File: src/rtl/h2fh_pkg.sv
// ----------------------------------------------------------------------------
// h2fh_pkg
// Shared types and codes of the HTTP/2 frame header checker.
// ----------------------------------------------------------------------------
package h2fh_pkg;

  // Result kinds
  localparam logic [1:0] KIND_HDR   = 2'd0;
  localparam logic [1:0] KIND_PAY   = 2'd1;
  localparam logic [1:0] KIND_TRUNC = 2'd2;

  // Header status codes
  localparam logic [1:0] ST_OK       = 2'd0;
  localparam logic [1:0] ST_BAD_SIZE = 2'd1;
  localparam logic [1:0] ST_BAD_ID   = 2'd2;
  localparam logic [1:0] ST_TRUNC    = 2'd3;

  // Frame types with fixed rules
  localparam logic [7:0] T_PRIORITY      = 8'h02;
  localparam logic [7:0] T_RST_STREAM    = 8'h03;
  localparam logic [7:0] T_SETTINGS      = 8'h04;
  localparam logic [7:0] T_PING          = 8'h06;
  localparam logic [7:0] T_GOAWAY        = 8'h07;
  localparam logic [7:0] T_WINDOW_UPDATE = 8'h08;

  localparam logic [7:0] ACK_FLAG  = 8'h01;
  localparam logic [3:0] HDR_LAST  = 4'd8;   // position of the ninth header byte

  typedef struct packed {
    logic [1:0]  result_kind;
    logic [1:0]  status;
    logic [23:0] frame_length;
    logic [7:0]  frame_type;
    logic [7:0]  frame_flags;
    logic [31:0] stream_ident;
    logic        settings_valid;
    logic        settings_ack;
    logic [7:0]  payload_byte;
    logic        last;
  } result_t;

  // One queue entry: what a single accepted byte causes
  typedef struct packed {
    result_t main;
    logic    has_main;
    logic    trunc;
  } entry_t;

  typedef struct packed {
    logic empty;
    logic full;
  } queue_stat_t;

endpackage

File: src/rtl/h2fh_rx_if.sv
// ----------------------------------------------------------------------------
// h2fh_rx_if
// Byte request channel into the frame header checker.
// ----------------------------------------------------------------------------
interface h2fh_rx_if;
  logic       valid;
  logic       ready;
  logic [7:0] rx_byte;
  logic       buffer_end;

  modport source (output valid, rx_byte, buffer_end, input ready);
  modport sink   (input valid, rx_byte, buffer_end, output ready);
endinterface

File: src/rtl/h2fh_tx_if.sv
// ----------------------------------------------------------------------------
// h2fh_tx_if
// Result request channel out of the frame header checker.
// ----------------------------------------------------------------------------
interface h2fh_tx_if;
  logic        valid;
  logic        ready;
  logic [1:0]  result_kind;
  logic [1:0]  status;
  logic [23:0] frame_length;
  logic [7:0]  frame_type;
  logic [7:0]  frame_flags;
  logic [31:0] stream_ident;
  logic        settings_valid;
  logic        settings_ack;
  logic [7:0]  payload_byte;
  logic        last;

  modport source (output valid, result_kind, status, frame_length, frame_type,
                  frame_flags, stream_ident, settings_valid, settings_ack,
                  payload_byte, last, input ready);
  modport sink   (input valid, result_kind, status, frame_length, frame_type,
                  frame_flags, stream_ident, settings_valid, settings_ack,
                  payload_byte, last, output ready);
endinterface

File: src/rtl/http2_frame_header_check_core.sv
// ----------------------------------------------------------------------------
// http2_frame_header_check_core
// Byte-serial HTTP/2 frame header checker with payload pass-through.
// ----------------------------------------------------------------------------
// Takes one byte per cycle. Every byte is parsed in the cycle it is accepted;
// each frame gives a header result on its ninth byte (status, header fields,
// SETTINGS flags), then its payload bytes one per cycle when the status is ok,
// or nothing when the frame is bad. A buffer that ends inside a frame adds a
// truncation result, so one byte may cause two results; the output register
// sends them one after the other and the queue soaks up the delay. An
// accepted byte's result is written into a queue slot and then loaded into
// the output register. Input ready falls only when the QUEUE_DEPTH-entry
// queue between parser and output register is full, so the block sustains
// one byte per cycle as long as the consumer takes one result per cycle.
// ----------------------------------------------------------------------------
module http2_frame_header_check_core #(
  parameter int QUEUE_DEPTH = 4
) (
  input logic         clk,
  input logic         rst,
  h2fh_rx_if.sink     rx,
  h2fh_tx_if.source   tx
);

  logic                  push;
  logic                  pop;
  h2fh_pkg::entry_t      wr_entry;
  h2fh_pkg::entry_t      head;
  h2fh_pkg::queue_stat_t q_stat;

  // Parse bytes and classify them into queue entries
  h2fh_front u_front (
    .clk   (clk),
    .rst   (rst),
    .rx    (rx),
    .full  (q_stat.full),
    .push  (push),
    .entry (wr_entry)
  );

  // Decouple parsing from output stalls
  h2fh_queue #(
    .DEPTH (QUEUE_DEPTH)
  ) u_queue (
    .clk      (clk),
    .rst      (rst),
    .push     (push),
    .wr_entry (wr_entry),
    .pop      (pop),
    .head     (head),
    .stat     (q_stat)
  );

  // Issue main and truncation results through the output register
  h2fh_back u_back (
    .clk   (clk),
    .rst   (rst),
    .head  (head),
    .empty (q_stat.empty),
    .pop   (pop),
    .tx    (tx)
  );

  // A truncation request always closes the frame with the truncated status
  a_trunc_closes: assert property (@(posedge clk) disable iff (rst)
    (tx.valid && tx.result_kind == h2fh_pkg::KIND_TRUNC)
      |-> (tx.status == h2fh_pkg::ST_TRUNC && tx.last))
    else $error("truncation request without truncated status or last mark");

  // Payload requests carry the ok status and no header length
  a_payload_ok: assert property (@(posedge clk) disable iff (rst)
    (tx.valid && tx.result_kind == h2fh_pkg::KIND_PAY)
      |-> (tx.status == h2fh_pkg::ST_OK && tx.frame_length == '0))
    else $error("payload request carries header fields");

  // No request of an unknown kind leaves the block
  a_kind_known: assert property (@(posedge clk) disable iff (rst)
    tx.valid |-> (tx.result_kind == h2fh_pkg::KIND_HDR ||
                  tx.result_kind == h2fh_pkg::KIND_PAY ||
                  tx.result_kind == h2fh_pkg::KIND_TRUNC))
    else $error("request of unknown kind");

  // A queue entry is never popped while the queue is empty
  a_pop_nonempty: assert property (@(posedge clk) disable iff (rst)
    pop |-> !q_stat.empty)
    else $error("queue popped while empty");

endmodule

File: src/rtl/h2fh_front.sv
// ----------------------------------------------------------------------------
// h2fh_front
// Byte parser: collects the header, checks it, tracks payload, flags truncation.
// ----------------------------------------------------------------------------
module h2fh_front (
  input  logic                clk,
  input  logic                rst,
  h2fh_rx_if.sink             rx,
  input  logic                full,
  output logic                push,
  output h2fh_pkg::entry_t    entry
);

  logic [3:0]  header_position, header_position_next;
  logic [23:0] held_length, held_length_next;
  logic [7:0]  held_type, held_type_next;
  logic [7:0]  held_flags, held_flags_next;
  logic [31:0] held_stream, held_stream_next;
  logic [1:0]  len_mod3, len_mod3_next;
  logic [23:0] payload_left, payload_left_next;
  logic        drop_payload, drop_payload_next;

  logic        accept;
  logic        has_main;
  logic        trunc;
  h2fh_pkg::result_t res;

  // residue mod 3 of running value times 256 plus byte (256 is 1 mod 3)
  function automatic logic [1:0] fold_mod3(input logic [1:0] r, input logic [7:0] b);
    logic [3:0] v;
    v = {2'b00, r} + {2'b00, b[1:0]} + {2'b00, b[3:2]} + {2'b00, b[5:4]}
        + {2'b00, b[7:6]};
    for (int i = 0; i < 4; i++) begin
      if (v >= 4'd3) v = v - 4'd3;
    end
    return v[1:0];
  endfunction

  function automatic logic needs_zero_id(input logic [7:0] t);
    return (t == h2fh_pkg::T_SETTINGS) || (t == h2fh_pkg::T_PING) ||
           (t == h2fh_pkg::T_GOAWAY)   || (t == h2fh_pkg::T_WINDOW_UPDATE);
  endfunction

  assign rx.ready = !full;
  assign accept   = rx.valid && rx.ready;

  always_comb begin
    logic [23:0] left_dec;
    logic [31:0] sid;
    logic [1:0]  st;
    logic        is_set;
    logic        done;
    logic        hdr_trunc;

    header_position_next = header_position;
    held_length_next     = held_length;
    held_type_next       = held_type;
    held_flags_next      = held_flags;
    held_stream_next     = held_stream;
    len_mod3_next        = len_mod3;
    payload_left_next    = payload_left;
    drop_payload_next    = drop_payload;
    has_main             = 1'b0;
    res                  = '0;
    left_dec             = payload_left - 24'd1;
    sid                  = {held_stream[23:0], rx.rx_byte};
    st                   = h2fh_pkg::ST_OK;
    is_set               = 1'b0;
    done                 = 1'b0;
    hdr_trunc            = 1'b0;

    if (payload_left != '0) begin
      // payload byte: pass or drop
      payload_left_next = left_dec;
      if (!drop_payload) begin
        has_main         = 1'b1;
        res.result_kind  = h2fh_pkg::KIND_PAY;
        res.payload_byte = rx.rx_byte;
        res.last         = (left_dec == '0);
      end
      if (left_dec == '0) drop_payload_next = 1'b0;
    end else begin
      priority if (header_position < 4'd3) begin
        held_length_next = {held_length[15:0], rx.rx_byte};
        len_mod3_next    = fold_mod3((header_position == '0) ? 2'd0 : len_mod3,
                                     rx.rx_byte);
      end else if (header_position == 4'd3) begin
        held_type_next = rx.rx_byte;
      end else if (header_position == 4'd4) begin
        held_flags_next = rx.rx_byte;
      end else begin
        held_stream_next = sid;
      end

      if (header_position == h2fh_pkg::HDR_LAST) begin
        // size check first, then the stream id rule
        if ((held_type == h2fh_pkg::T_PRIORITY      && held_length != 24'd5) ||
            (held_type == h2fh_pkg::T_RST_STREAM    && held_length != 24'd4) ||
            (held_type == h2fh_pkg::T_PING          && held_length != 24'd8) ||
            (held_type == h2fh_pkg::T_WINDOW_UPDATE && held_length != 24'd4))
          st = h2fh_pkg::ST_BAD_SIZE;
        else if ((sid != '0) == needs_zero_id(held_type))
          st = h2fh_pkg::ST_BAD_ID;
        is_set    = (held_type == h2fh_pkg::T_SETTINGS);
        done      = (held_length == '0) || (st != h2fh_pkg::ST_OK);
        hdr_trunc = rx.buffer_end && (held_length != '0);

        has_main           = 1'b1;
        res.result_kind    = h2fh_pkg::KIND_HDR;
        res.status         = st;
        res.frame_length   = held_length;
        res.frame_type     = held_type;
        res.frame_flags    = held_flags;
        res.stream_ident   = sid;
        res.settings_ack   = is_set && (held_flags == h2fh_pkg::ACK_FLAG);
        res.settings_valid = is_set && (len_mod3 == 2'd0) && !held_length[0] &&
                             !((held_length != '0) && (held_flags == h2fh_pkg::ACK_FLAG));
        res.last           = done && !hdr_trunc;

        header_position_next = '0;
        payload_left_next    = held_length;
        drop_payload_next    = (st != h2fh_pkg::ST_OK);
      end else begin
        header_position_next = header_position + 4'd1;
      end
    end

    // buffer ends inside a frame: report and go idle
    trunc = rx.buffer_end && ((header_position_next != '0) || (payload_left_next != '0));
    if (trunc) begin
      header_position_next = '0;
      payload_left_next    = '0;
      drop_payload_next    = 1'b0;
    end
  end

  assign push           = accept && (has_main || trunc);
  assign entry.main     = res;
  assign entry.has_main = has_main;
  assign entry.trunc    = trunc;

  always_ff @(posedge clk) begin
    if (rst) begin
      header_position <= '0;
      payload_left    <= '0;
      drop_payload    <= 1'b0;
    end else if (accept) begin
      header_position <= header_position_next;
      payload_left    <= payload_left_next;
      drop_payload    <= drop_payload_next;
    end
  end

  always_ff @(posedge clk) begin
    if (accept) begin
      held_length <= held_length_next;
      held_type   <= held_type_next;
      held_flags  <= held_flags_next;
      held_stream <= held_stream_next;
      len_mod3    <= len_mod3_next;
    end
  end

endmodule

File: src/rtl/h2fh_queue.sv
// ----------------------------------------------------------------------------
// h2fh_queue
// Register queue between the parser and the result sequencer.
// ----------------------------------------------------------------------------
module h2fh_queue #(
  parameter int DEPTH = 4
) (
  input  logic                    clk,
  input  logic                    rst,
  input  logic                    push,
  input  h2fh_pkg::entry_t        wr_entry,
  input  logic                    pop,
  output h2fh_pkg::entry_t        head,
  output h2fh_pkg::queue_stat_t   stat
);

  localparam int PW = $clog2(DEPTH);
  localparam int CW = $clog2(DEPTH + 1);
  localparam logic [PW-1:0] PTR_MAX = PW'(DEPTH - 1);
  localparam logic [CW-1:0] CNT_MAX = CW'(DEPTH);

  h2fh_pkg::entry_t slots [DEPTH];
  logic [PW-1:0] wr_ptr, rd_ptr;
  logic [CW-1:0] count;

  assign head       = slots[rd_ptr];
  assign stat.empty = (count == '0);
  assign stat.full  = (count == CNT_MAX);

  always_ff @(posedge clk) begin
    if (push) slots[wr_ptr] <= wr_entry;
  end

  always_ff @(posedge clk) begin
    if (rst) begin
      wr_ptr <= '0;
      rd_ptr <= '0;
      count  <= '0;
    end else begin
      if (push) wr_ptr <= (wr_ptr == PTR_MAX) ? '0 : wr_ptr + PW'(1);
      if (pop)  rd_ptr <= (rd_ptr == PTR_MAX) ? '0 : rd_ptr + PW'(1);
      unique case ({push, pop})
        2'b10:   count <= count + CW'(1);
        2'b01:   count <= count - CW'(1);
        default: count <= count;
      endcase
    end
  end

endmodule

File: src/rtl/h2fh_back.sv
// ----------------------------------------------------------------------------
// h2fh_back
// Result sequencer: turns queue entries into one or two results.
// ----------------------------------------------------------------------------
module h2fh_back (
  input  logic                    clk,
  input  logic                    rst,
  input  h2fh_pkg::entry_t        head,
  input  logic                    empty,
  output logic                    pop,
  h2fh_tx_if.source               tx
);

  h2fh_pkg::result_t out_res;
  h2fh_pkg::result_t trunc_res;
  logic              out_valid;
  logic              second;      // main result of head already sent
  logic              can_load;
  logic              take_main;

  always_comb begin
    trunc_res             = '0;
    trunc_res.result_kind = h2fh_pkg::KIND_TRUNC;
    trunc_res.status      = h2fh_pkg::ST_TRUNC;
    trunc_res.last        = 1'b1;
  end

  assign can_load  = !out_valid || tx.ready;
  assign take_main = head.has_main && !second;
  // advance past the entry once its final result is loaded
  assign pop       = !empty && can_load && !(take_main && head.trunc);

  always_ff @(posedge clk) begin
    if (rst) begin
      out_valid <= 1'b0;
      second    <= 1'b0;
    end else if (!empty && can_load) begin
      out_valid <= 1'b1;
      second    <= take_main && head.trunc;
    end else if (tx.ready) begin
      out_valid <= 1'b0;
    end
  end

  always_ff @(posedge clk) begin
    if (!empty && can_load) out_res <= take_main ? head.main : trunc_res;
  end

  assign tx.valid          = out_valid;
  assign tx.result_kind    = out_res.result_kind;
  assign tx.status         = out_res.status;
  assign tx.frame_length   = out_res.frame_length;
  assign tx.frame_type     = out_res.frame_type;
  assign tx.frame_flags    = out_res.frame_flags;
  assign tx.stream_ident   = out_res.stream_ident;
  assign tx.settings_valid = out_res.settings_valid;
  assign tx.settings_ack   = out_res.settings_ack;
  assign tx.payload_byte   = out_res.payload_byte;
  assign tx.last           = out_res.last;

endmodule

File: src/flat_wrapper.sv
// flat-port wrapper written by rule: the top's interface ports become plain ports
module http2_frame_header_check_core_flat 
#(
  parameter int QUEUE_DEPTH = 4
)
  (clk, rst, rx_valid, rx_rx_byte, rx_buffer_end, rx_ready, tx_valid, tx_result_kind, tx_status, tx_frame_length, tx_frame_type, tx_frame_flags, tx_stream_ident, tx_settings_valid, tx_settings_ack, tx_payload_byte, tx_last, tx_ready);
  h2fh_rx_if rx_i ();
  h2fh_tx_if tx_i ();
  input logic clk;
  input logic rst;
  input wire logic [$bits(rx_i.valid)-1:0] rx_valid;
  input wire logic [$bits(rx_i.rx_byte)-1:0] rx_rx_byte;
  input wire logic [$bits(rx_i.buffer_end)-1:0] rx_buffer_end;
  output wire logic [$bits(rx_i.ready)-1:0] rx_ready;
  output wire logic [$bits(tx_i.valid)-1:0] tx_valid;
  output wire logic [$bits(tx_i.result_kind)-1:0] tx_result_kind;
  output wire logic [$bits(tx_i.status)-1:0] tx_status;
  output wire logic [$bits(tx_i.frame_length)-1:0] tx_frame_length;
  output wire logic [$bits(tx_i.frame_type)-1:0] tx_frame_type;
  output wire logic [$bits(tx_i.frame_flags)-1:0] tx_frame_flags;
  output wire logic [$bits(tx_i.stream_ident)-1:0] tx_stream_ident;
  output wire logic [$bits(tx_i.settings_valid)-1:0] tx_settings_valid;
  output wire logic [$bits(tx_i.settings_ack)-1:0] tx_settings_ack;
  output wire logic [$bits(tx_i.payload_byte)-1:0] tx_payload_byte;
  output wire logic [$bits(tx_i.last)-1:0] tx_last;
  input wire logic [$bits(tx_i.ready)-1:0] tx_ready;
  assign rx_i.valid = rx_valid;
  assign rx_i.rx_byte = rx_rx_byte;
  assign rx_i.buffer_end = rx_buffer_end;
  assign rx_ready = rx_i.ready;
  assign tx_valid = tx_i.valid;
  assign tx_result_kind = tx_i.result_kind;
  assign tx_status = tx_i.status;
  assign tx_frame_length = tx_i.frame_length;
  assign tx_frame_type = tx_i.frame_type;
  assign tx_frame_flags = tx_i.frame_flags;
  assign tx_stream_ident = tx_i.stream_ident;
  assign tx_settings_valid = tx_i.settings_valid;
  assign tx_settings_ack = tx_i.settings_ack;
  assign tx_payload_byte = tx_i.payload_byte;
  assign tx_last = tx_i.last;
  assign tx_i.ready = tx_ready;
  http2_frame_header_check_core #(.QUEUE_DEPTH(QUEUE_DEPTH)) u_core (.clk(clk), .rst(rst), .rx(rx_i), .tx(tx_i));
endmodule
File: config.mk
export PLATFORM = sky130hd
export DESIGN_NAME = http2_frame_header_check_core_flat
export DESIGN_NICKNAME = d
export VERILOG_FILES = /design/src/rtl/h2fh_pkg.sv /design/src/rtl/h2fh_rx_if.sv /design/src/rtl/h2fh_tx_if.sv /design/src/rtl/http2_frame_header_check_core.sv /design/src/rtl/h2fh_front.sv /design/src/rtl/h2fh_queue.sv /design/src/rtl/h2fh_back.sv /design/src/flat_wrapper.sv
export SDC_FILE = /design/constraint.sdc
export NUM_CORES = 1
export LEC_CHECK = 0
export ABC_AREA = 1
export BUFFER_PORTS_ARGS = -buffer_cell sky130_fd_sc_hd__buf_2
export CELL_PAD_IN_SITES_DETAIL_PLACEMENT = 0
export CELL_PAD_IN_SITES_GLOBAL_PLACEMENT = 1
export CORE_MARGIN = 5
export CORE_UTILIZATION = 45
export DETAILED_ROUTE_END_ITERATION = 16
export GPL_TIMING_DRIVEN = 1
export PLACE_DENSITY_LB_ADDON = 0.2
export SLEW_MARGIN = 0
export SYNTH_ARGS = -nofsm -noshare
export SYNTH_HDL_FRONTEND = slang
export SYNTH_SLANG_ARGS = --single-unit
export TNS_END_PERCENT = 10
File: constraint.sdc
create_clock -name clk -period 6.6 [get_ports clk]
set_clock_uncertainty 0.05 [all_clocks]
set_input_delay 0.66 -clock clk [delete_from_list [all_inputs] [get_ports clk]]
set_output_delay 0.66 -clock clk [all_outputs]
set_load 0.02 [all_outputs]
# After elaboration in Yosys (flattened, before gate mapping)
# Memories as Yosys holds them, arrays and structs flattened. A register that Yosys moved wholly into a read port is not among the register bits.
# Cells that the tools add are included.
totals:
  mem_bits_rw: 356
  mem_count: 1
  elab_cells: 167
  in_bits: 13
  ff_bits: 191
op_classes:
  magnitude_cmp: 5
  n_addsub: 14
  reduce_logical: 55
  bitwise_logic: 4
  n_mux: 45
  eq_ne: 20
memory_table:
  columns: ["name", "depth", "width", "rd", "rd_ports_with_merged_regs", "write_ports", "line_no", "rtl"]
  rows:
  - ["u_core.u_queue.slots", 4, 89, 1, 1, 1, "h2fh_queue.sv:22", "h2fh_pkg::entry_t slots [DEPTH];"]
op_table:
  columns: ["operator", "count"]
  rows:
  - ["$mux 76", 2]
  - ["$mux 24", 3]
  - ["$reduce_bool 24->1", 3]
  - ["$logic_not 24->1", 2]
  - ["$mux 4", 12]
  - ["$ne 24x3->1 const B", 2]
  - ["$reduce_bool 32->1", 1]
  - ["$eq 8x3->1 const B", 3]
  - ["$ne 24x4->1 const B", 1]
  - ["$sub 24x1->24 const B", 1]
  - ["$mux 2", 11]
  - ["$logic_and 1x1->1", 18]
  - ["$eq 8x2->1 const B", 2]
  - ["$ge 4x2->1 const B", 4]
  - ["$mux 1", 14]
  - ["$sub 4x2->4 const B", 3]
  - ["$logic_or 1x1->1", 10]
  - ["$reduce_and 5->1", 2]
  - ["$mux 9", 1]
  - ["$add 4x2->4", 2]
  - ["$eq 8x1->1 const B", 1]
  - ["$eq 8x4->1 const B", 1]
  - ["$logic_not 1->1", 8]
  - ["$mux 8", 1]
  - ["other kinds (26)", 35]

# Depth between registers and ports, before layout
# Gate-level depths: netlist of the first run.
logic_depth:
  word_depth: 20
  depth_mapped: 30
  mapped_depth_nobuf: 30

# Cells and area by module
# Synthesis of the first run repeated with hierarchy kept, for this count alone.
hier_totals:
  hier_cells: 2060
  area_unflattened_um2: 23437.5
by_module_without_submodules:
  columns: ["module", "cells_each", "seq_area_each_um2", "area_per_inst_um2", "instances"]
  rows:
  - ["h2fh_queue", 921, 10870.4, 13635.6, 1]
  - ["h2fh_front", 856, 2562.5, 6284.8, 1]
  - ["h2fh_back", 283, 2652.5, 3517.1, 1]

# Worst setup path before layout of the first run
# No wires, ideal clock.
synth_path:
  kind: "flip-flop to flip-flop"
  from: "register u_core.u_queue.count[0]"
  to: "register u_core.u_queue.count[2]"
  period_less_slack_ns: 7.025
  t_arrival_ns: 6.853
  stages_incl_launch_ff: 12
  path_slack_ns: -0.425
  n_path_buf: 0
  cell_sequence: "dfxtp_1 inv_1 a31oi_1 nand2_1 inv_1 ha_1 inv_1 fa_1 a21oi_1 o21ai_0 o21ai_0 a21oi_1"
synth_via:
  elab_chain_cells: 6
  word_cells_on_any_way: 14
synth_rtl:
  columns: ["item", "line_no", "rtl"]
  rows:
  - ["from (decl)", "h2fh_queue.sv:24", "logic [CW-1:0] count;"]
  - ["from (signal assigned)", "h2fh_queue.sv:43", "2'b10: count <= count + CW'(1);"]
  - ["from (signal assigned)", "h2fh_queue.sv:44", "2'b01: count <= count - CW'(1);"]
  - ["from (signal assigned)", "h2fh_queue.sv:45", "default: count <= count;"]
  - ["$logic_not 3->1 *", "h2fh_queue.sv:27", "assign stat.empty = (count == '0);"]
  - ["$logic_not 1->1 *", "h2fh_back.sv:31", "assign pop = !empty && can_load && !(take_main && head.trunc);"]
  - ["$logic_and 1x1->1 * (2 in a row)", "h2fh_back.sv:31", null]
  - ["named net u_core.pop", "http2_frame_header_check_core.sv:26", "logic pop;"]
  - ["$eq 2x1->1 or $eq 2x2->1 (tied branches)", "h2fh_queue.sv:42", "unique case ({push, pop})"]
  - ["$pmux 3 s2 or $reduce_bool 2->1 (tied branches)", null, null]
# The timed path passes the listed nets; every way through them passes the cells marked *.
# A chain may end at the register's enable or synchronous reset.

# Final worst setup path of the first run
layout_path:
  from: "register u_core.u_front.header_position[0]"
  to: "register u_core.u_front.len_mod3[0] (data pin)"
layout_via:
  elab_chain_cells: 20
  word_cells_on_any_way: 24
layout_rtl:
  columns: ["item", "line_no", "rtl"]
  rows:
  - ["from (decl)", "h2fh_front.sv:14", "logic [3:0] header_position, header_position_next;"]
  - ["from (signal assigned)", "h2fh_front.sv:148", "header_position <= header_position_next;"]
  - ["$logic_not 4->1 *", "h2fh_front.sv:85", "len_mod3_next = fold_mod3((header_position == '0) ? 2'd0 : len_mod3,"]
  - ["$mux 2 *", "h2fh_front.sv:85", null]
  - ["$add 2x2->3 *", "h2fh_front.sv:31", "v = {2'b00, r} + {2'b00, b[1:0]} + {2'b00, b[3:2]} + {2'b00, b[5:4]}"]
  - ["$add 3x2->4 *", "h2fh_front.sv:31", null]
  - ["$add 4x2->4 *", "h2fh_front.sv:31", null]
  - ["$add 4x2->4 *", "h2fh_front.sv:32", "+ {2'b00, b[7:6]};"]
  - ["$sub 4x2->4 or $ge 4x2->1 (tied branches)", "h2fh_front.sv:34", "if (v >= 4'd3) v = v - 4'd3;"]
  - ["$mux 4 *", "h2fh_front.sv:34", null]
  - ["[4 not listed]", null, null]
  - ["$mux 4 *", "h2fh_front.sv:83", "priority if (header_position < 4'd3) begin"]
  - ["$mux 4 *", "h2fh_front.sv:72", "if (payload_left != '0) begin"]
  - ["$sub 4x2->4 or $ge 4x2->1 (tied branches)", "h2fh_front.sv:34", null]
  - ["$mux 4 *", "h2fh_front.sv:34", null]
  - ["$mux 4 *", "h2fh_front.sv:83", null]
  - ["$mux 4 *", "h2fh_front.sv:72", null]
  - ["$ge 4x2->1 or $sub 2x2->2 (tied branches)", "h2fh_front.sv:34", null]
  - ["$mux 2 *", "h2fh_front.sv:34", null]
  - ["to (signal assigned)", "h2fh_front.sv:160", "len_mod3 <= len_mod3_next;"]
  - ["to (decl)", "h2fh_front.sv:19", "logic [1:0] len_mod3, len_mod3_next;"]
# Every way passes the cells marked *; elsewhere a longest branch is shown, timed or not. The select of a mux whose other input is x is not followed.

==> results of run 1 <==
[synthesized netlist by cell type (7+ instances only)]
cell / count / area share, %
nor2_1: 526 / 8.7
edfxtp_1: 505 / 67
o21ai_0: 207 / 4.6
nand2_1: 188 / 3.1
inv_1: 159 / 2.6
a21oi_1: 123 / 2.7
clkbuf_1: 61 / 1.0
nand3_1: 48 / 1.1
dfxtp_1: 40 / 3.5
nand4_1: 20 / 0.55
buf_1: 19 / 0.31
ha_1: 16 / 0.88
xor2_1: 12 / 0.46
nor4_1: 10 / 0.28
nand3_2: 9 / 0.40
nor3_1: 9 / 0.20
fa_1: 7 / 0.62
[logic make-up (layout without fill, tap and decap cells)]
kind of cell,Yosys count,count (layout)
AO/OA/AOI/OAI,349,349
XOR/XNOR,16,16
adder cells (fa/ha/maj),23,23
buffers and inverters,251,386
flip-flops,545,545
AND/OR/NAND/NOR,839,839
[path summary, 6_finish.rpt]
kind         slack [ns]                                        to
min                0.35    u_core.u_front.held_flags[7]$_DFFE_PP_
max reg2reg        0.95      u_core.u_front.len_mod3[0]$_DFFE_PP_
min reg2reg        0.42  u_core.u_front.held_length[18]$_DFFE_PP_
max                0.95      u_core.u_front.len_mod3[0]$_DFFE_PP_
[state kept, by name (all words and copies together), names as in the netlist, 24 cells and up, named ones only]
register	flops
u_core.u_front.payload_left	24
u_core.u_front.held_length	24
u_core.u_back.tx.frame_length	24
u_core.u_back.tx.stream_ident	32
u_core.u_front.held_stream	24
u_core.u_queue.slots	352
[layout make-up]
type	instances	area share, %
multi-input cells	1227	22.6
repair buffers	123	2.75
inverters	162	2.37
flip-flops and latches	545	62.1
clock buffers	66	5.55
clock inverters	35	1.33
well taps	672	3.27
[stage by stage]
step | setup slack [ns] | std cells | hold WS [ns] | instance area [um^2]
after floorplan | 0.323 | 2023 | 0.376 | 22700
after global placement | 0.738 | 2729 | 0.393 | 23900
after detailed placement | 0.635 | 2729 | 0.396 | 23900
after CTS | 0.952 | 2830 | 0.311 | 25700
after global routing | 0.485 | 2830 | 0.331 | 25700
final | 0.948 | 2830 | 0.346 | 25700
[worst max-delay path: cells and delay by family (launching register included)]
kind / cells / cell delay (ns)
DFF: 1 / 0.39
adders and majority gates: 8 / 2.43
buffers and inverters: 6 / 0.52
xor gates and xnor gates: 4 / 0.67
AOI/OAI and AO/OA: 2 / 0.45
and+or+nand+nor: 6 / 0.89
[routing by layer]
| metal | vias up | global-route usage [%] | part of all wire (%) |
|---|---|---|---|
| li1 | 7102 | - | - |
| met5 | - | 0 | 0.033 |
| met2 | 383 | 31.7 | 47 |
| met3 | 63 | 3.03 | 5.4 |
| met4 | 2 | 4.89 | 2.0 |
| met1 | 7149 | 28.2 | 45 |
==> results_dict.tcl, run 1 <==
set metrics [dict create \
    outcome "finished clean" \
    startpoint_type "register" \
    finalSetupViolCount 0 \
    holdPathStages 1 \
    syn_inst 2023 \
    drive_above_1_share_pct 11.2 \
    required_ns 6.90 \
    multiInputGateArea_um2 5810 \
    grtUsageTotal_pct 19.6 \
    r2r_cells 26 \
    final_common_cell "nor2_1" \
    via_count 14699 \
    dieArea_um2 55000 \
    synth_edf_count 505 \
    hold_class "in2reg" \
    die_x_um 235 \
    fin_util_pct 51.4 \
    fillers 4426 \
    synthAdderAreaFrac_pct 1.50 \
    ys_types 42 \
    fmax_mhz 177 \
    cp_common_cell "inv_1" \
    start_util_pct 45.3 \
    gp_congestion 0.843 \
    hp-start "rx_rx_byte[7]" \
    synthSimpleGateAreaFrac_pct 15.4 \
    worstSkewPairLatency_ns 0.61 \
    syn_area_per_cell_um2 11.2 \
    setup_tns_ns 0 \
    cts-hold-fix-buffers 0 \
    cts_setup_buffers 0 \
    ioPinCount 102 \
    crit_arrival_ns 5.95 \
    gr-total-overflow 0 \
    max-cap-violations 0 \
    root_buffer "clkbuf_16" \
    cts.path.max_buffers 3 \
    cts_sinks 545 \
    regArea_um2 16000 \
    synth_top_family_by_area "simple AND/OR/NAND/NOR gates" \
    rows 82 \
    netlist_area_um2 22700 \
    drc 0 \
    drtAntennaViolNets 0 \
    relSlewSlack_pct 24.1 \
    clk_pin_slew_worst_paths_ns 0.06 \
    slew_violations 0 \
    grt_max_degree 104 \
    syn-num-nets 2059 \
    final.min_clock_period_ns 5.65 \
    vias_per_cell 5.19 \
    wl_per_cell_um 19.1 \
    antenna_cells 0 \
    synthFlopType "edfxtp_1" \
    cpPeakStageDelay_ns 0.49 \
    cp_slowest_cell "fa_1" \
    startpoint "u_core.u_front.header_position[0]$_SDFFE_PP0P_" \
    cts_resized 0 \
    grt_pass1_wl_um 82800 \
    hold_viol 0 \
    reg2reg_from "u_core.u_front.header_position[0]$_SDFFE_PP0P_" \
    antenna_found_initial 2 \
    dr.pass1.iters 5 \
    yosys_warnings 0 \
    hpwl_um 32500 \
    seq_area_frac_synth_pct 70.3 \
    async_flop_share_pct 0 \
    portBuffers 101 \
    nets 2150 \
    fp.dieH_um 235 \
    wirelength_um 54100 \
    rsz0062_at_grt "no" \
    htreeDepth 2 \
    critPathMaxFanout 5 \
    synthMuxAreaShare_pct 0 \
    mostFrequentLayoutCells "521 x nor2_1, 505 x edfxtp_1, 207 x o21ai_0, 188 x nand2_1, 157 x inv_1" \
    synth_seq_cells 545 \
    tritoncts "yes" \
    grt_pass1_vias 14125 \
    synthXorXnorAreaFrac_pct 0.617 \
    syn2layout_area_growth_pct 13.3 \
    cts_buffers 55 \
    period_share_pct 85.6 \
    worst_pin_slew_ns 1.14 \
    synth_compound_gate_area_share_pct 7.87 \
    core_um2 50100 \
    end_kind "register" \
    critPathKind "reg2reg" \
    drt_iter0_drc 1136 \
]
Power of run 1 is left out: the tool's default activity adds up to more than one toggle a clock period on the data nets, which glitch-free logic cannot reach.
==> run 2, diff against run 1 <==
--- a/config.mk
+++ b/config.mk
@@ -9,6 +9,7 @@
 export BUFFER_PORTS_ARGS = -buffer_cell sky130_fd_sc_hd__buf_2
 export CELL_PAD_IN_SITES_DETAIL_PLACEMENT = 0
 export CELL_PAD_IN_SITES_GLOBAL_PLACEMENT = 1
+export CORE_ASPECT_RATIO = 2
 export CORE_MARGIN = 5
 export CORE_UTILIZATION = 45
 export DETAILED_ROUTE_END_ITERATION = 16
==> run 2 against run 1 <==
  * Worst hold slack worse by 0.016 ns
  * Routed wire length is 9.7% higher
  * Sequential cell count stayed put
  * Global-route usage is 1.6 points higher
  * Critical path depth stayed put
  * Non-clock buffer count is 12 higher
  * Register-to-register slack worse by 0.03 ns
  * Final area is 0.29% lower
  * Via count is 1.1% higher
==> results_dict.tcl, run 2 (same netlist as run 1, synthesis figures left out) <==
set metrics [dict create \
    outcome "finished clean" \
    hold_viol 0 \
    end_kind "register" \
    root_buffer "clkbuf_16" \
    relSlewSlack_pct 15.0 \
    gp_congestion 0.900 \
    start_util_pct 45.3 \
    htreeDepth 2 \
    crit_arrival_ns 5.97 \
    dieArea_um2 55300 \
    fillers 4372 \
    portBuffers 101 \
    grtUsageTotal_pct 21.2 \
    regArea_um2 16000 \
    cts_buffers 47 \
    drtAntennaViolNets 0 \
    ioPinCount 102 \
    nets 2154 \
    grt_pass1_vias 14920 \
    hpwl_um 39200 \
    syn2layout_area_growth_pct 12.9 \
    grt_max_degree 109 \
    worst_pin_slew_ns 1.26 \
    largest_reg_flops 352 \
    tritoncts "yes" \
    top_layer_used "met4" \
    critPathMaxFanout 5 \
    fmax_mhz 176 \
    drc 0 \
    met1_length_um 21400 \
    hold_class "in2reg" \
    worstSkewPairLatency_ns 0.59 \
    grt_pass1_wl_um 89700 \
    vias_per_cell 5.29 \
    critPathKind "reg2reg" \
    drt_iter0_drc 1017 \
    startpoint "u_core.u_front.header_position[0]$_SDFFE_PP0P_" \
    final_common_cell "nor2_1" \
    cts_sinks 545 \
    largest-register "u_core.u_queue.slots" \
    required_ns 6.88 \
    period_share_pct 86.1 \
    cts_resized 0 \
    slew_violations 0 \
    max-cap-violations 0 \
    finalSetupViolCount 0 \
    clk_pin_slew_worst_paths_ns 0.07 \
    rsz0062_at_grt "no" \
    wl_met2_um 32800 \
    die_x_um 169 \
    reg2reg_from "u_core.u_front.header_position[0]$_SDFFE_PP0P_" \
    wirelength_um 59400 \
    setup_tns_ns 0 \
    drive_above_1_share_pct 11.3 \
    rows 116 \
    dr.pass1.iters 5 \
    met3WireLength_um 2240 \
    mostFrequentLayoutCells "521 x nor2_1, 505 x edfxtp_1, 207 x o21ai_0, 188 x nand2_1, 157 x inv_1" \
    multiInputGateArea_um2 5810 \
    wl_per_cell_um 21.1 \
    hp-start "rx_rx_byte[3]" \
    gr-total-overflow 0 \
    via_count 14858 \
    core_um2 50100 \
    cts.path.max_buffers 3 \
    final.min_clock_period_ns 5.69 \
    cts-hold-fix-buffers 0 \
    antenna_found_initial 2 \
    startpoint_type "register" \
    cts_setup_buffers 0 \
    fp.dieH_um 328 \
]
==> run 2: changes by cell type in the layout (fill, tap and decap cells not counted), sizes merged <==
| cell | change |
|---|---|
| buf | +12 |
| clkbuf | -8 |
| clkinv | -9 |
| clkinvlp | +2 |
| diode | +2 |
| inv | +2 |
==> run 2: metal layers <==
layer / track usage (%) / vias up
met5: 0 / -
met4: 9.59 / 0
met3: 2.24 / 117
met2: 40.4 / 378
met1: 23.5 / 7253
li1: - / 7110
==> run 2: per-stage QoR <==
step           hold slack, ns  cells  util, %  instance area (um^2)  setup slack, ns
4_1_cts                 0.298   2806     51.2                 25600            0.961
3_3_place_gp            0.388   2718     48.1                 24100            0.579
6_report                0.330   2808     51.2                 25600            0.915
2_1_floorplan           0.376   2023        -                 22700            0.323
3_5_place_dp            0.398   2718     48.1                 24100            0.597
5_1_grt                 0.328   2806     51.2                 25600            0.465
==> run 2: path summary, 6_finish.rpt <==
kind | endpoint | slack, ns | depth (start not counted)
max | u_core.u_front.len_mod3[0]$_DFFE_PP_ | 0.91 | 26
min | u_core.u_front.held_stream[3]$_DFFE_PP_ | 0.33 | 1
max reg2reg | u_core.u_front.len_mod3[0]$_DFFE_PP_ | 0.91 | 26
min reg2reg | u_core.u_front.held_length[19]$_DFFE_PP_ | 0.41 | 0
==> run 2: worst max-delay path, cell delays in order, from the launching register on <==
cell and delay, ns:
dfxtp_1 0.39, inv_1 0.10, ha_1 0.28, a21oi_1 0.26, inv_1 0.09, fa_1 0.48, inv_1 0.05, fa_1 0.41
inv_1 0.10, fa_1 0.41, inv_1 0.10, ha_1 0.19, nor2_1 0.07, nand2_1 0.12, xor2_1 0.31, ha_1 0.24
inv_1 0.08, nand2_1 0.11, xor2_1 0.11, ha_1 0.26, or2_2 0.32, nor2_1 0.15, xnor2_1 0.12, ha_1 0.21
a21oi_1 0.17, nand3_1 0.14, xor2_1 0.16
==> run 2: layout make-up <==
cell class,count,area share (%)
tap,649,3.17
sequential,545,62.3
antenna,2,0.0195
multi-input combinational,1227,22.7
clock buffer,58,4.83
timing repair buffer,135,3.41
inverter,162,2.38
clock inverter,30,1.24
Power of run 2 is left out for the same reason.
==> run 3, diff against run 2 <==
--- a/config.mk
+++ b/config.mk
@@ -7,6 +7,7 @@
 export LEC_CHECK = 0
 export ABC_AREA = 1
 export BUFFER_PORTS_ARGS = -buffer_cell sky130_fd_sc_hd__buf_2
+export CAP_MARGIN = 40
 export CELL_PAD_IN_SITES_DETAIL_PLACEMENT = 0
 export CELL_PAD_IN_SITES_GLOBAL_PLACEMENT = 1
 export CORE_ASPECT_RATIO = 2
==> constraint.sdc (replaced) <==
create_clock -name clk -period 6.6 [get_ports clk]
set_clock_uncertainty 0.05 [all_clocks]
set_input_delay 0.33 -clock clk [delete_from_list [all_inputs] [get_ports clk]]
set_output_delay 0.33 -clock clk [all_outputs]
set_load 0.02 [all_outputs]
==> run 3 against run 2 <==
  * Routed wire length is 1.4% lower
  * Worst setup slack better by 0.022 ns
  * Highest routed layer unchanged
  * Sequential share of layout area hardly changed
  * Worst hold slack worse by 0.29 ns
  * Final area hardly changed
  * Via count is 0.93% lower
  * Die area stayed put
  * Sequential cell count stayed put
  * Critical endpoint unchanged
==> results_dict.tcl, run 3 (same netlist as run 1, synthesis figures left out) <==
set metrics [dict create \
    hold_class "in2reg" \
    ioPinCount 102 \
    setup_tns_ns 0 \
    end_kind "register" \
    hpwl_um 38400 \
    via_count 14720 \
    gp_congestion 0.871 \
    dr.pass1.iters 5 \
    reg2reg_from "u_core.u_front.header_position[0]$_SDFFE_PP0P_" \
    grt_pass1_vias 14721 \
    hp-start "rx_rx_byte[5]" \
    dieArea_um2 55300 \
    period_share_pct 85.8 \
    drc 0 \
    hold_viol 0 \
    drt_iter0_drc 937 \
    r2r_slack_ns 0.94 \
    outcome "finished clean" \
    cts_resized 0 \
    cp_slowest_cell "fa_1" \
    worst_pin_slew_ns 0.863 \
    whs_endpoint "u_core.u_front.held_flags[5]$_DFFE_PP_" \
    fmax_mhz 177 \
    start_util_pct 45.3 \
    tritoncts "yes" \
    largest_reg_flops 352 \
    wirelength_um 58500 \
    finalSetupViolCount 0 \
    fillers 4432 \
    vias_per_cell 5.25 \
    syn2layout_area_growth_pct 12.9 \
    cts_buffers 47 \
    cts_sinks 545 \
    core_um2 50100 \
    rsz0062_at_grt "no" \
    max-cap-violations 0 \
    final.min_clock_period_ns 5.66 \
    clk_pin_slew_worst_paths_ns 0.07 \
    critPathKind "reg2reg" \
    cts.path.max_buffers 3 \
    largest-register "u_core.u_queue.slots" \
    grtUsageTotal_pct 21.0 \
    antenna_found_initial 2 \
    relSlewSlack_pct 42.5 \
    slew_violations 0 \
    critPathMaxFanout 5 \
    crit_arrival_ns 5.93 \
    cp_common_cell "inv_1" \
    critical_path.top_delay_family "adder cells" \
    holdPathStages 1 \
    htreeDepth 2 \
    root_buffer "clkbuf_16" \
    gr-total-overflow 0 \
    fp.dieH_um 328 \
    drive_above_1_share_pct 11.0 \
    die_x_um 169 \
    startpoint_type "register" \
    grt_pass1_wl_um 88300 \
    wl_per_cell_um 20.9 \
    mostFrequentLayoutCells "521 x nor2_1, 505 x edfxtp_1, 207 x o21ai_0, 188 x nand2_1, 157 x inv_1" \
    worstSkewPairLatency_ns 0.59 \
    grt_max_degree 80 \
    rows 116 \
    required_ns 6.87 \
    final_common_cell "nor2_1" \
    cpPeakStageDelay_ns 0.56 \
    timing.rr.end "u_core.u_front.len_mod3[0]$_DFFE_PP_" \
    startpoint "u_core.u_front.header_position[0]$_SDFFE_PP0P_" \
    nets 2153 \
    path_buf_inv 6 \
    drtAntennaViolNets 0 \
    r2r_cells 26 \
    portBuffers 101 \
]
run 3: cell type report:
cell class,instances,area (um^2),share of cell area [%]
Multi-Input combinational cell,1227,5810,22.7
Antenna cell,2,5.00,0.0195
Tap cell,649,812,3.17
Clock buffer,54,1220,4.77
Sequential cell,545,16000,62.3
Inverter,162,611,2.38
Timing Repair Buffer,134,922,3.60
Clock inverter,33,280,1.09
run 3: layer usage:
layer / routed length (um) / GRT usage [%]
met5: 0 / 0
met1: 21400 / 22.8
met2: 32800 / 40.4
met4: 2450 / 8.51
met3: 1950 / 2.72
run 3: through the flow:
step | hold slack, ns | std cells | worst slack (ns) | util, % | cell area, um^2
after global placement | 0.399 | 2711 | 1.01 | 48.0 | 24000
after floorplan | 0.376 | 2023 | 0.323 | - | 22700
after detailed placement | 0.393 | 2715 | 0.893 | 48.1 | 24100
after CTS | 0.00283 | 2804 | 0.949 | 51.2 | 25600
final | 0.0409 | 2806 | 0.937 | 51.2 | 25600
after global routing | 0.0142 | 2804 | 0.481 | 51.2 | 25600
run 3: what timing repair did:
item	CTS	global route
endpoints found under the hold margin	5	0
hold buffers	2	0
buffers inserted	0	0
run 3: how the worst max path moves through the flow:
stage	to	depth (start not counted)
floorplan	u_core.u_queue.slots[0][0]$_DFFE_PP_	16
global route	u_core.u_front.len_mod3[0]$_DFFE_PP_	26
detailed placement	u_core.u_front.len_mod3[0]$_DFFE_PP_	25
CTS	u_core.u_front.len_mod3[0]$_DFFE_PP_	26
finish	u_core.u_front.len_mod3[0]$_DFFE_PP_	26
global placement	u_core.u_front.len_mod3[0]$_DFFE_PP_	25
Power of run 3 is left out for the same reason.
